### src/rtl/core/ssm_pkg.sv
// ----------------------------------------------------------------------------
// ssm_pkg
// Shared types and constants of the sample stream timing monitor.
// ----------------------------------------------------------------------------
`default_nettype none

package ssm_pkg;

  // fixed field widths
  localparam int CLIP_BITS      = 24;
  localparam int GAP_BITS       = 16;
  localparam int TIME_BITS      = 48;
  localparam int RATE_BITS      = 24;
  localparam int OUT_CNT_BITS   = 32;
  localparam int CFG_DATA_BITS  = 24;
  localparam int CFG_IDX_BITS   = 1;

  // gap test: dt*rate > gap_factor*16000, dt beyond 40 bits is a gap whenever the rate is nonzero
  localparam int GAP_DT_BITS    = 40;
  localparam int GAP_THR_BITS   = 30;
  localparam int GAP_SCALE      = 16000;
  localparam int GAP_FACTOR_RST = 24;
  localparam int PROD_BITS      = GAP_DT_BITS + RATE_BITS;
  localparam int DIFF100_BITS   = RATE_BITS + 7;

  // event counter slots
  localparam int NUM_CNT        = 6;
  localparam int IDX_SAMPLES    = 0;
  localparam int IDX_GAPS       = 1;
  localparam int IDX_OVERLAPS   = 2;
  localparam int IDX_DUPLICATES = 3;
  localparam int IDX_CLIPPED    = 4;
  localparam int IDX_RATE_CHG   = 5;

  typedef enum logic [2:0] {
    ST_OK        = 3'd0,
    ST_CLIPPED   = 3'd1,
    ST_RATE_CHG  = 3'd2,
    ST_OVERLAP   = 3'd3,
    ST_DUPLICATE = 3'd4,
    ST_GAP       = 3'd5
  } ssm_status_e;

  typedef enum logic [CFG_IDX_BITS-1:0] {
    REG_CLIP_LIMIT = 1'b0,
    REG_GAP_FACTOR = 1'b1
  } ssm_reg_e;

  typedef enum logic [0:0] {
    ACT_FEED  = 1'b0,
    ACT_CLEAR = 1'b1
  } ssm_action_e;

  // counter bank control for one beat
  typedef struct packed {
    logic               clear;
    logic [NUM_CNT-1:0] bump;
  } ssm_cnt_ctl_t;

endpackage

`default_nettype wire

### src/rtl/core/ssm_in_if.sv
// ----------------------------------------------------------------------------
// ssm_in_if
// Input channel: one sample beat or a clear action.
// ----------------------------------------------------------------------------
`default_nettype none

interface ssm_in_if #(
  parameter int SAMPLE_BITS = 24
);
  logic                                valid;
  logic                                ready;
  logic                                action;
  logic signed [SAMPLE_BITS-1:0]       sample;
  logic        [ssm_pkg::TIME_BITS-1:0] time_ms;
  logic        [ssm_pkg::RATE_BITS-1:0] reported_rate;

  modport source (output valid, action, sample, time_ms, reported_rate, input ready);
  modport sink   (input valid, action, sample, time_ms, reported_rate, output ready);
endinterface

`default_nettype wire

### src/rtl/core/ssm_out_if.sv
// ----------------------------------------------------------------------------
// ssm_out_if
// Result channel: status of one beat and the six event counts after it.
// ----------------------------------------------------------------------------
`default_nettype none

interface ssm_out_if;
  logic                                   valid;
  logic                                   ready;
  logic [2:0]                             status;
  logic [ssm_pkg::OUT_CNT_BITS-1:0]       sample_count;
  logic [ssm_pkg::OUT_CNT_BITS-1:0]       gap_count;
  logic [ssm_pkg::OUT_CNT_BITS-1:0]       overlap_count;
  logic [ssm_pkg::OUT_CNT_BITS-1:0]       duplicate_count;
  logic [ssm_pkg::OUT_CNT_BITS-1:0]       clip_count;
  logic [ssm_pkg::OUT_CNT_BITS-1:0]       rate_change_count;

  modport source (output valid, status, sample_count, gap_count, overlap_count,
                  duplicate_count, clip_count, rate_change_count, input ready);
  modport sink   (input valid, status, sample_count, gap_count, overlap_count,
                  duplicate_count, clip_count, rate_change_count, output ready);
endinterface

`default_nettype wire

### src/rtl/core/sample_stream_timing_monitor.sv
// ----------------------------------------------------------------------------
// sample_stream_timing_monitor
// Per-sample status and event counts for one timestamped sample channel.
// ----------------------------------------------------------------------------
// Each beat is captured in an input register, classified against the held
// channel state (rate, last time, last sample) by compares and one 40x24
// multiply for the gap test, and its status lands in the result register
// while the counters and channel state update in the same edge. A new beat
// can be taken every cycle unless a result waits unread at the output. The
// counters themselves serve as the count fields of the result, so they move
// only when the result register is free to load. Configuration writes are
// expected only while no beat is in flight.
`default_nettype none

module sample_stream_timing_monitor #(
  parameter int COUNT_BITS  = 32,
  parameter int SAMPLE_BITS = 24
) (
  input  logic                                 clk_i,
  input  logic                                 rst_ni,
  // configuration write port
  input  logic                                 cfg_we_i,
  input  logic [ssm_pkg::CFG_IDX_BITS-1:0]     cfg_idx_i,
  input  logic [ssm_pkg::CFG_DATA_BITS-1:0]    cfg_wdata_i,
  // channels
  ssm_in_if.sink                               in_i,
  ssm_out_if.source                            out_o
);
  import ssm_pkg::*;

  // configuration
  logic [CLIP_BITS-1:0]     clip_limit_q;
  logic [GAP_THR_BITS-1:0]  gap_thr_q;

  // input register
  logic                     in_valid_q;
  logic                     action_q;
  logic signed [SAMPLE_BITS-1:0] sample_q;
  logic [TIME_BITS-1:0]     time_q;
  logic [RATE_BITS-1:0]     rate_q;

  // channel state
  logic                     seen_q, seen_d;
  logic [RATE_BITS-1:0]     held_rate_q, held_rate_d;
  logic [TIME_BITS-1:0]     last_time_q, last_time_d;
  logic signed [SAMPLE_BITS-1:0] last_sample_q, last_sample_d;

  // result register
  logic                     out_valid_q;
  ssm_status_e              status_q, status_d;
  ssm_cnt_ctl_t             cnt_ctl;
  logic [COUNT_BITS-1:0]    cnt [NUM_CNT];

  logic                     adv;
  logic                     in_beat;

  // handshake
  assign adv         = in_valid_q && (!out_valid_q || out_o.ready);
  assign in_i.ready  = !in_valid_q || adv;
  assign in_beat     = in_i.valid && in_i.ready;

  // configuration registers, gap threshold kept pre-scaled
  always_ff @(posedge clk_i or negedge rst_ni) begin
    if (!rst_ni) begin
      clip_limit_q <= '0;
      gap_thr_q    <= GAP_THR_BITS'(GAP_FACTOR_RST * GAP_SCALE);
    end else if (cfg_we_i) begin
      case (ssm_reg_e'(cfg_idx_i))
        REG_CLIP_LIMIT: clip_limit_q <= cfg_wdata_i[CLIP_BITS-1:0];
        REG_GAP_FACTOR: gap_thr_q    <= GAP_THR_BITS'(cfg_wdata_i[GAP_BITS-1:0]) *
                                        GAP_THR_BITS'(GAP_SCALE);
        default: ;
      endcase
    end
  end

  // input register
  always_ff @(posedge clk_i or negedge rst_ni) begin
    if (!rst_ni) begin
      in_valid_q <= 1'b0;
    end else if (in_i.ready) begin
      in_valid_q <= in_i.valid;
    end
  end

  always_ff @(posedge clk_i) begin
    if (in_beat) begin
      action_q <= in_i.action;
      sample_q <= in_i.sample;
      time_q   <= in_i.time_ms;
      rate_q   <= in_i.reported_rate;
    end
  end

  // classification
  ssm_check #(
    .SAMPLE_BITS (SAMPLE_BITS)
  ) u_check (
    .clip_limit_i  (clip_limit_q),
    .gap_thr_i     (gap_thr_q),
    .action_i      (action_q),
    .sample_i      (sample_q),
    .time_i        (time_q),
    .rate_i        (rate_q),
    .seen_i        (seen_q),
    .held_rate_i   (held_rate_q),
    .last_time_i   (last_time_q),
    .last_sample_i (last_sample_q),
    .seen_o        (seen_d),
    .held_rate_o   (held_rate_d),
    .last_time_o   (last_time_d),
    .last_sample_o (last_sample_d),
    .status_o      (status_d),
    .cnt_ctl_o     (cnt_ctl)
  );

  // channel state
  always_ff @(posedge clk_i or negedge rst_ni) begin
    if (!rst_ni) begin
      seen_q        <= 1'b0;
      held_rate_q   <= '0;
      last_time_q   <= '0;
      last_sample_q <= '0;
    end else if (adv) begin
      seen_q        <= seen_d;
      held_rate_q   <= held_rate_d;
      last_time_q   <= last_time_d;
      last_sample_q <= last_sample_d;
    end
  end

  // event counters, also the count fields of the result
  ssm_counts #(
    .COUNT_BITS (COUNT_BITS)
  ) u_counts (
    .clk_i  (clk_i),
    .rst_ni (rst_ni),
    .en_i   (adv),
    .ctl_i  (cnt_ctl),
    .cnt_o  (cnt)
  );

  // result register
  always_ff @(posedge clk_i or negedge rst_ni) begin
    if (!rst_ni) begin
      out_valid_q <= 1'b0;
    end else if (adv) begin
      out_valid_q <= 1'b1;
    end else if (out_o.ready) begin
      out_valid_q <= 1'b0;
    end
  end

  always_ff @(posedge clk_i) begin
    if (adv) begin
      status_q <= status_d;
    end
  end

  assign out_o.valid             = out_valid_q;
  assign out_o.status            = status_q;
  assign out_o.sample_count      = OUT_CNT_BITS'(cnt[IDX_SAMPLES]);
  assign out_o.gap_count         = OUT_CNT_BITS'(cnt[IDX_GAPS]);
  assign out_o.overlap_count     = OUT_CNT_BITS'(cnt[IDX_OVERLAPS]);
  assign out_o.duplicate_count   = OUT_CNT_BITS'(cnt[IDX_DUPLICATES]);
  assign out_o.clip_count        = OUT_CNT_BITS'(cnt[IDX_CLIPPED]);
  assign out_o.rate_change_count = OUT_CNT_BITS'(cnt[IDX_RATE_CHG]);

`ifndef SYNTHESIS
  // a clear beat leaves every count at zero
  a_clear_zero: assert property (@(posedge clk_i) disable iff (!rst_ni)
    adv && (action_q == ACT_CLEAR) |=>
      (cnt[IDX_SAMPLES] == '0) && (cnt[IDX_GAPS] == '0) && (cnt[IDX_OVERLAPS] == '0) &&
      (cnt[IDX_DUPLICATES] == '0) && (cnt[IDX_CLIPPED] == '0) &&
      (cnt[IDX_RATE_CHG] == '0))
    else $error("counts not cleared by clear beat");

  // a fed sample below the ceiling moves the sample count by one
  a_sample_step: assert property (@(posedge clk_i) disable iff (!rst_ni)
    adv && (action_q == ACT_FEED) && (cnt[IDX_SAMPLES] != '1) |=>
      cnt[IDX_SAMPLES] == $past(cnt[IDX_SAMPLES]) + 1'b1)
    else $error("sample count did not advance");

  // sample count and status hold while a result waits
  a_cnt_hold: assert property (@(posedge clk_i) disable iff (!rst_ni)
    out_valid_q && !out_o.ready |=> $stable(cnt[IDX_SAMPLES]) && $stable(status_q))
    else $error("result changed while stalled");

  // at most one timing event counted per beat
  a_one_event: assert property (@(posedge clk_i) disable iff (!rst_ni)
    adv |-> $onehot0({cnt_ctl.bump[IDX_GAPS], cnt_ctl.bump[IDX_OVERLAPS],
                      cnt_ctl.bump[IDX_DUPLICATES], cnt_ctl.bump[IDX_RATE_CHG]}))
    else $error("more than one event for a beat");
`endif

endmodule

`default_nettype wire

### src/rtl/core/ssm_check.sv
// ----------------------------------------------------------------------------
// ssm_check
// Classifies one beat against the held channel state and derives the next
// state, the status and the counter bumps.
// ----------------------------------------------------------------------------
`default_nettype none

module ssm_check #(
  parameter int SAMPLE_BITS = 24
) (
  // configuration
  input  logic [ssm_pkg::CLIP_BITS-1:0]    clip_limit_i,
  input  logic [ssm_pkg::GAP_THR_BITS-1:0] gap_thr_i,
  // beat
  input  logic                             action_i,
  input  logic signed [SAMPLE_BITS-1:0]    sample_i,
  input  logic [ssm_pkg::TIME_BITS-1:0]    time_i,
  input  logic [ssm_pkg::RATE_BITS-1:0]    rate_i,
  // held state
  input  logic                             seen_i,
  input  logic [ssm_pkg::RATE_BITS-1:0]    held_rate_i,
  input  logic [ssm_pkg::TIME_BITS-1:0]    last_time_i,
  input  logic signed [SAMPLE_BITS-1:0]    last_sample_i,
  // next state
  output logic                             seen_o,
  output logic [ssm_pkg::RATE_BITS-1:0]    held_rate_o,
  output logic [ssm_pkg::TIME_BITS-1:0]    last_time_o,
  output logic signed [SAMPLE_BITS-1:0]    last_sample_o,
  // result
  output ssm_pkg::ssm_status_e             status_o,
  output ssm_pkg::ssm_cnt_ctl_t            cnt_ctl_o
);
  import ssm_pkg::*;

  localparam int MAG_BITS = (SAMPLE_BITS > CLIP_BITS) ? SAMPLE_BITS : CLIP_BITS;

  logic                    is_clear;
  logic [SAMPLE_BITS-1:0]  mag;
  logic                    clip;
  logic                    rate_nz;
  logic                    held_nz;
  logic [RATE_BITS-1:0]    diff;
  logic [DIFF100_BITS-1:0] diff100;
  logic                    rate_chg;
  logic [RATE_BITS-1:0]    eff_rate;
  logic                    back;
  logic                    dup;
  logic [TIME_BITS-1:0]    dt;
  logic                    dt_big;
  logic [PROD_BITS-1:0]    prod;
  logic                    gap;

  assign is_clear = (action_i == ACT_CLEAR);

  // magnitude and clip test
  assign mag  = sample_i[SAMPLE_BITS-1] ? (~sample_i + 1'b1) : sample_i;
  assign clip = (clip_limit_i != '0) &&
                (MAG_BITS'(mag) >= MAG_BITS'(clip_limit_i));

  // rate change: |new-held|*100 > held
  assign rate_nz  = (rate_i != '0);
  assign held_nz  = (held_rate_i != '0);
  assign diff     = (rate_i > held_rate_i) ? (rate_i - held_rate_i) : (held_rate_i - rate_i);
  assign diff100  = {diff, 7'b0} - {2'b0, diff, 5'b0} + {5'b0, diff, 2'b0};
  assign rate_chg = seen_i && rate_nz && held_nz &&
                    (diff100 > DIFF100_BITS'(held_rate_i));

  // rate the gap test sees: a reported rate is adopted silently over a zero one
  assign eff_rate = (rate_nz && !held_nz) ? rate_i : held_rate_i;

  // timing checks
  assign back   = (time_i < last_time_i);
  assign dup    = (time_i == last_time_i) && (sample_i == last_sample_i);
  assign dt     = time_i - last_time_i;
  assign dt_big = |dt[TIME_BITS-1:GAP_DT_BITS];
  assign prod   = PROD_BITS'(dt[GAP_DT_BITS-1:0]) * PROD_BITS'(eff_rate);
  assign gap    = (eff_rate != '0) && (dt_big || (prod > PROD_BITS'(gap_thr_i)));

  // status priority
  always_comb begin
    status_o = ST_OK;
    if (is_clear) begin
      status_o = ST_OK;
    end else if (!seen_i) begin
      status_o = clip ? ST_CLIPPED : ST_OK;
    end else if (rate_chg) begin
      status_o = ST_RATE_CHG;
    end else if (back) begin
      status_o = ST_OVERLAP;
    end else if (dup) begin
      status_o = ST_DUPLICATE;
    end else if (gap) begin
      status_o = ST_GAP;
    end else if (clip) begin
      status_o = ST_CLIPPED;
    end
  end

  // counter bumps
  always_comb begin
    cnt_ctl_o                      = '0;
    cnt_ctl_o.clear                = is_clear;
    cnt_ctl_o.bump[IDX_SAMPLES]    = !is_clear;
    cnt_ctl_o.bump[IDX_CLIPPED]    = !is_clear && clip;
    cnt_ctl_o.bump[IDX_RATE_CHG]   = !is_clear && rate_chg;
    cnt_ctl_o.bump[IDX_OVERLAPS]   = !is_clear && seen_i && !rate_chg && back;
    cnt_ctl_o.bump[IDX_DUPLICATES] = !is_clear && seen_i && !rate_chg && !back && dup;
    cnt_ctl_o.bump[IDX_GAPS]       = !is_clear && seen_i && !rate_chg && !back && !dup && gap;
  end

  // next channel state
  always_comb begin
    if (is_clear) begin
      seen_o        = 1'b0;
      held_rate_o   = '0;
      last_time_o   = '0;
      last_sample_o = '0;
    end else begin
      seen_o        = 1'b1;
      last_time_o   = time_i;
      last_sample_o = sample_i;
      if (!seen_i || (rate_nz && (!held_nz || rate_chg))) begin
        held_rate_o = rate_i;
      end else begin
        held_rate_o = held_rate_i;
      end
    end
  end

endmodule

`default_nettype wire

### src/rtl/core/ssm_counts.sv
// ----------------------------------------------------------------------------
// ssm_counts
// Bank of six saturating event counters with a synchronous clear.
// ----------------------------------------------------------------------------
`default_nettype none

module ssm_counts #(
  parameter int COUNT_BITS = 32
) (
  input  logic                  clk_i,
  input  logic                  rst_ni,
  input  logic                  en_i,
  input  ssm_pkg::ssm_cnt_ctl_t ctl_i,
  output logic [COUNT_BITS-1:0] cnt_o [ssm_pkg::NUM_CNT]
);
  import ssm_pkg::*;

  logic [COUNT_BITS-1:0] cnt_q [NUM_CNT];
  logic [COUNT_BITS-1:0] cnt_d [NUM_CNT];

  // clear, or bump below the ceiling
  always_comb begin
    for (int i = 0; i < NUM_CNT; i++) begin
      if (ctl_i.clear) begin
        cnt_d[i] = '0;
      end else if (ctl_i.bump[i] && (cnt_q[i] != '1)) begin
        cnt_d[i] = cnt_q[i] + 1'b1;
      end else begin
        cnt_d[i] = cnt_q[i];
      end
    end
  end

  always_ff @(posedge clk_i or negedge rst_ni) begin
    if (!rst_ni) begin
      for (int i = 0; i < NUM_CNT; i++) cnt_q[i] <= '0;
    end else if (en_i) begin
      for (int i = 0; i < NUM_CNT; i++) cnt_q[i] <= cnt_d[i];
    end
  end

  assign cnt_o = cnt_q;

endmodule

`default_nettype wire
### src/flat_wrapper.sv
// flat-port wrapper written by rule: the top's interface ports become plain ports
module sample_stream_timing_monitor_flat import ssm_pkg::*;
#(
  parameter int COUNT_BITS  = 32,
  parameter int SAMPLE_BITS = 24
)
  (clk_i, rst_ni, cfg_we_i, cfg_idx_i, cfg_wdata_i, in_i_valid, in_i_action, in_i_sample, in_i_time_ms, in_i_reported_rate, in_i_ready, out_o_valid, out_o_status, out_o_sample_count, out_o_gap_count, out_o_overlap_count, out_o_duplicate_count, out_o_clip_count, out_o_rate_change_count, out_o_ready);
  ssm_in_if #(.SAMPLE_BITS(SAMPLE_BITS)) in_i_i ();
  ssm_out_if out_o_i ();
  input  logic clk_i;
  input  logic rst_ni;
  input  logic cfg_we_i;
  input  logic [ssm_pkg::CFG_IDX_BITS-1:0] cfg_idx_i;
  input  logic [ssm_pkg::CFG_DATA_BITS-1:0] cfg_wdata_i;
  input wire logic [$bits(in_i_i.valid)-1:0] in_i_valid;
  input wire logic [$bits(in_i_i.action)-1:0] in_i_action;
  input wire logic [$bits(in_i_i.sample)-1:0] in_i_sample;
  input wire logic [$bits(in_i_i.time_ms)-1:0] in_i_time_ms;
  input wire logic [$bits(in_i_i.reported_rate)-1:0] in_i_reported_rate;
  output wire logic [$bits(in_i_i.ready)-1:0] in_i_ready;
  output wire logic [$bits(out_o_i.valid)-1:0] out_o_valid;
  output wire logic [$bits(out_o_i.status)-1:0] out_o_status;
  output wire logic [$bits(out_o_i.sample_count)-1:0] out_o_sample_count;
  output wire logic [$bits(out_o_i.gap_count)-1:0] out_o_gap_count;
  output wire logic [$bits(out_o_i.overlap_count)-1:0] out_o_overlap_count;
  output wire logic [$bits(out_o_i.duplicate_count)-1:0] out_o_duplicate_count;
  output wire logic [$bits(out_o_i.clip_count)-1:0] out_o_clip_count;
  output wire logic [$bits(out_o_i.rate_change_count)-1:0] out_o_rate_change_count;
  input wire logic [$bits(out_o_i.ready)-1:0] out_o_ready;
  assign in_i_i.valid = in_i_valid;
  assign in_i_i.action = in_i_action;
  assign in_i_i.sample = in_i_sample;
  assign in_i_i.time_ms = in_i_time_ms;
  assign in_i_i.reported_rate = in_i_reported_rate;
  assign in_i_ready = in_i_i.ready;
  assign out_o_valid = out_o_i.valid;
  assign out_o_status = out_o_i.status;
  assign out_o_sample_count = out_o_i.sample_count;
  assign out_o_gap_count = out_o_i.gap_count;
  assign out_o_overlap_count = out_o_i.overlap_count;
  assign out_o_duplicate_count = out_o_i.duplicate_count;
  assign out_o_clip_count = out_o_i.clip_count;
  assign out_o_rate_change_count = out_o_i.rate_change_count;
  assign out_o_i.ready = out_o_ready;
  sample_stream_timing_monitor #(.COUNT_BITS(COUNT_BITS), .SAMPLE_BITS(SAMPLE_BITS)) u_core (.clk_i(clk_i), .rst_ni(rst_ni), .cfg_we_i(cfg_we_i), .cfg_idx_i(cfg_idx_i), .cfg_wdata_i(cfg_wdata_i), .in_i(in_i_i), .out_o(out_o_i));
endmodule
### config.mk
export PLATFORM = sky130hd
export DESIGN_NAME = sample_stream_timing_monitor_flat
export DESIGN_NICKNAME = d
export VERILOG_FILES = /design/src/rtl/core/ssm_pkg.sv /design/src/rtl/core/ssm_in_if.sv /design/src/rtl/core/ssm_out_if.sv /design/src/rtl/core/sample_stream_timing_monitor.sv /design/src/rtl/core/ssm_check.sv /design/src/rtl/core/ssm_counts.sv /design/src/flat_wrapper.sv
export SDC_FILE = /design/constraint.sdc
export NUM_CORES = 2
export LEC_CHECK = 0
export ABC_AREA = 0
export BUFFER_PORTS_ARGS = -buffer_cell sky130_fd_sc_hd__clkbuf_2
export CAP_MARGIN = 10
export CELL_PAD_IN_SITES_DETAIL_PLACEMENT = 1
export CELL_PAD_IN_SITES_GLOBAL_PLACEMENT = 1
export CORE_MARGIN = 4
export CORE_UTILIZATION = 38
export CTS_CLUSTER_SIZE = 14
export DETAILED_ROUTE_END_ITERATION = 7
export PLACE_DENSITY = 0.69
export SLEW_MARGIN = 10
export SYNTH_ARGS = -nofsm -noshare
export SYNTH_HDL_FRONTEND = slang
export SYNTH_SLANG_ARGS = --single-unit
export TNS_END_PERCENT = 20
### constraint.sdc
create_clock -name clk_i -period 19.9 [get_ports clk_i]
set_clock_uncertainty 0.2 [all_clocks]
set_input_delay 3.98 -clock clk_i [delete_from_list [all_inputs] [get_ports clk_i]]
set_output_delay 3.98 -clock clk_i [all_outputs]
set_load 0.03 [all_outputs]
==> impl_results.rst <==
.. list-table::
   :header-rows: 1

   * - Metric
     - Value
   * - Global Route Usage Sum
     - 27.3%
   * - Worst slew margin
     - 20.2%
   * - Crit Reg-Reg Startpoint
     - u_core.last_time_q[0]
   * - Destination of the worst hold path
     - u_core.gap_thr_q[22]
   * - Synth warnings
     - 0
   * - Startpoint class of the critical path
     - flip-flop
   * - Row count
     - 148
   * - Average wire per standard cell
     - 24.2 um
   * - Count of hold-fix buffers inserted at cts
     - 0
   * - TritonCTS sink count
     - 438
   * - Result of the run
     - complete, no violations
   * - Cell with the biggest individual delay on the critical path
     - o41ai_4
   * - Distinct cell type count of the synthesized netlist
     - 100
   * - Setup Viol. Count Final
     - 0
   * - Cell types with the largest area share after synthesis
     - fa_1 29%, dfrtp_1 13%, ha_1 9.0%
   * - Total die area
     - 0.170 mm^2
   * - Number of buffer cells added on primary ports
     - 323
   * - Worst reg-to-reg path cell count
     - 48
   * - Antenna violations before repair
     - 19
   * - Count of pins on the block boundary
     - 324
   * - Share of the clock period used by the worst path after layout
     - 82.7%
   * - Post-synthesis sequential element count
     - roughly 440
   * - Clk root buf
     - clkbuf_16
   * - Placed instance area
     - around 0.066 mm^2
   * - Slew Viols, Final
     - 0
   * - Measured slew at the worst slew-check pin
     - 1.17 ns
   * - Post-layout net count
     - slightly below 9000
   * - Finished Cell Area
     - 0.0681 mm^2
   * - Pin count of the biggest net entering global routing
     - 108
   * - Clock latency on the worst-skew pair
     - 0.67 ns
   * - Dominant cell by count in the synthesized netlist
     - inv_1
   * - Share of synthesized flip-flops with an asynchronous set or reset
     - 77.2%
   * - Critical R2R Capture
     - u_core.u_counts.cnt_o[132]
   * - Reg clk slew, reported paths
     - 0.06 ns
   * - WP buf/inv
     - 5
   * - Weighted congestion at the end of routability-driven global placement
     - between 0.9 and 1
   * - Number of nets produced by synthesis
     - 8652
   * - Share of post-route cells with drive strength above 1
     - about 8.5%
   * - Sequential Area
     - ~0.011 mm^2
   * - # fillers
     - 19300
   * - Die extent in y
     - approximately 410 um
   * - Maximum net fanout on the critical path
     - 42
   * - Core area
     - 0.163 mm^2
   * - Detailed router's first-iteration violation count
     - 3144
   * - H-Tree Depth
     - 2
   * - Cell repeated most along the worst path
     - fa_1
   * - DRC viols
     - 0
   * - Synth Cell Area
     - 0.0621 mm^2
   * - Main synth FF type
     - dfrtp_1
   * - Via density per instance
     - about 5.4
   * - TritonCTS Buffers
     - 54
   * - Detailed-route wire length
     - 231 mm
   * - Global-route wire length before repair
     - about 360 mm
   * - Class of the tightest hold or removal check
     - reg -> reg
   * - Final number of hold-violating endpoints
     - 0
   * - Fraction of post-synthesis cell area in the top cell type by area
     - 29.4%
   * - Area Overhead vs Synth
     - 9.71%
   * - R2R setup slack
     - between 3 and 4 ns
   * - Worst hold start
     - u_core.gap_thr_q[22]
   * - Maximum clock insertion buffer count
     - 3
   * - Vias
     - 52000
   * - Max Clk Rate
     - 0.0607 GHz
   * - Seq/Total Area, Yosys
     - between 10% and 20%
   * - Post-CTS setup-driven buffer insertion count
     - 0
   * - Final HPWL DP
     - 184 mm
   * - TNS Setup
     - 0 ns
   * - Remaining number of nets flagged by the antenna check after routing
     - 0
   * - Number of flops mapped to enable cells by yosys
     - 100
   * - Initial standard-cell utilization of the core
     - 38.2%
   * - Final critical-path required period
     - 16.47 ns
   * - Final standard cell utilization of the core
     - 41.9%
   * - Area of combinational cells with multiple inputs
     - 0.0449 mm^2
   * - Average cell area after synthesis
     - 8.66 um^2
   * - Required time of the critical path
     - 20.22 ns
   * - Crit end category
     - flip-flop
   * - Global-route congestion overflow total
     - 0
   * - Setup repair after global routing missed its margin
     - no
   * - CP peak stage delay
     - 0.81 ns
   * - Top cells by count, synth
     - 1243 x inv_1, 910 x fa_1, 863 x nand2_1
   * - Number of global-route vias before repair
     - 57800
   * - Post-cts resize count
     - 0
   * - Width of the chip
     - 412 um
   * - Mapped Cells
     - 7168
   * - Delay-heaviest family, CP
     - adder cells
   * - Arr. time, crit path
     - 16.79 ns
   * - TritonCTS clock tree
     - done
   * - Worst Hold Path Cells
     - 2
   * - Max-capacitance violation count
     - 0
   * - Post-synth top area cell
     - fa_1
   * - Detailed-routing iteration count for the pre-antenna-repair pass
     - 5
   * - Kind of critical path
     - reg -> reg
==> final cells by class <==
cell class,count,area share (%)
tap,2175,4.00
antenna,11,0.0404
clock inverter,18,0.333
inverter,1244,6.86
sequential,438,16.8
timing repair buffer,439,3.67
clock buffer,83,2.31
multi-input combinational,5155,65.9
==> worst min-delay path, stage by stage, from the launching register on <==
cell	delay, ns
dfrtp_1	0.34
nand2_1	0.05
o21ai_0	0.06
==> cell families (layout without fill, tap and decap cells) <==
| family | Yosys count | after routing | synth area share [%] |
|---|---|---|---|
| AO/OA/AOI/OAI | 940 | 940 | 9.33 |
| XOR/XNOR | 340 | 340 | 4.80 |
| adder cells (fa/ha/maj) | 1357 | 1357 | 38.4 |
| buffers and inverters | 1575 | 1784 | 9.64 |
| flip-flops | 438 | 438 | 18.5 |
| multiplexers | 74 | 74 | 1.23 |
| other | 0 | 11 | 0 |
| AND/OR/NAND/NOR | 2444 | 2444 | 18.2 |
==> layer usage <==
layer / routed length [um] / GRT usage [%]
met1: 93500 / 33.9
met2: 110000 / 46.1
met3: 17800 / 6.67
met4: 10200 / 9.96
met5: 160 / 0
==> cell usage in the layout, fill, tap and decap left out, types with 56 or more instances in the layout <==
cell	Yosys	final
and3_1	66	65
nand4_1	85	85
nor4_1	65	64
a21o_1	95	95
fa_1	910	910
xor2_1	115	111
o21ai_0	271	270
dfrtp_1	331	331
ha_1	447	447
nor2_1	775	773
buf_4	4	116
edfxtp_1	100	100
clkbuf_2	3	322
nand2b_1	72	72
inv_1	1243	1242
nand3b_1	83	83
xnor2_1	225	216
nand2_1	863	858
a21oi_1	286	268
nor3_1	79	78
nand3_1	131	131
mux2i_1	56	56
==> worst max path at each step <==
stage | slack (ns) | to | depth (start not counted) | start
detailed placement | 3.38 | u_core.u_counts.cnt_o[132] | 48 | u_core.last_time_q[0]
global placement | 3.59 | u_core.u_counts.cnt_o[143] | 48 | u_core.last_time_q[0]
finish | 3.43 | u_core.u_counts.cnt_o[132] | 48 | u_core.last_time_q[0]
floorplan | 7.60 | u_core.u_counts.cnt_o[153] | 54 | u_core.time_q[0]
global route | 2.61 | u_core.u_counts.cnt_o[132] | 48 | u_core.last_time_q[0]
CTS | 3.30 | u_core.u_counts.cnt_o[132] | 48 | u_core.last_time_q[0]
==> flip-flops by register name, summed over array words and instances, names as in the netlist <==
signal	count
u_core.action_q	1
u_core.clip_limit_q	24
u_core.gap_thr_q	23
u_core.held_rate_q	24
u_core.in_valid_q	1
u_core.last_sample_q	24
u_core.last_time_q	48
u_core.out_o.status	3
u_core.out_o.valid	1
u_core.rate_q	24
u_core.sample_q	24
u_core.seen_q	1
u_core.time_q	48
u_core.u_counts.cnt_o	192
==> stage by stage <==
| stage | cells | setup slack, ns | hold slack (ns) |
|---|---|---|---|
| 2_1_floorplan | 7168 | 7.60 | 0.249 |
| 3_3_place_gp | 9451 | 3.59 | 0.268 |
| 3_5_place_dp | 9451 | 3.38 | 0.271 |
| 4_1_cts | 9552 | 3.30 | 0.284 |
| 5_1_grt | 9552 | 2.61 | 0.305 |
| 6_report | 9563 | 3.43 | 0.277 |
Power is not shown: default switching activity piles up to over one toggle a cycle in this logic, so the estimate is an artifact.
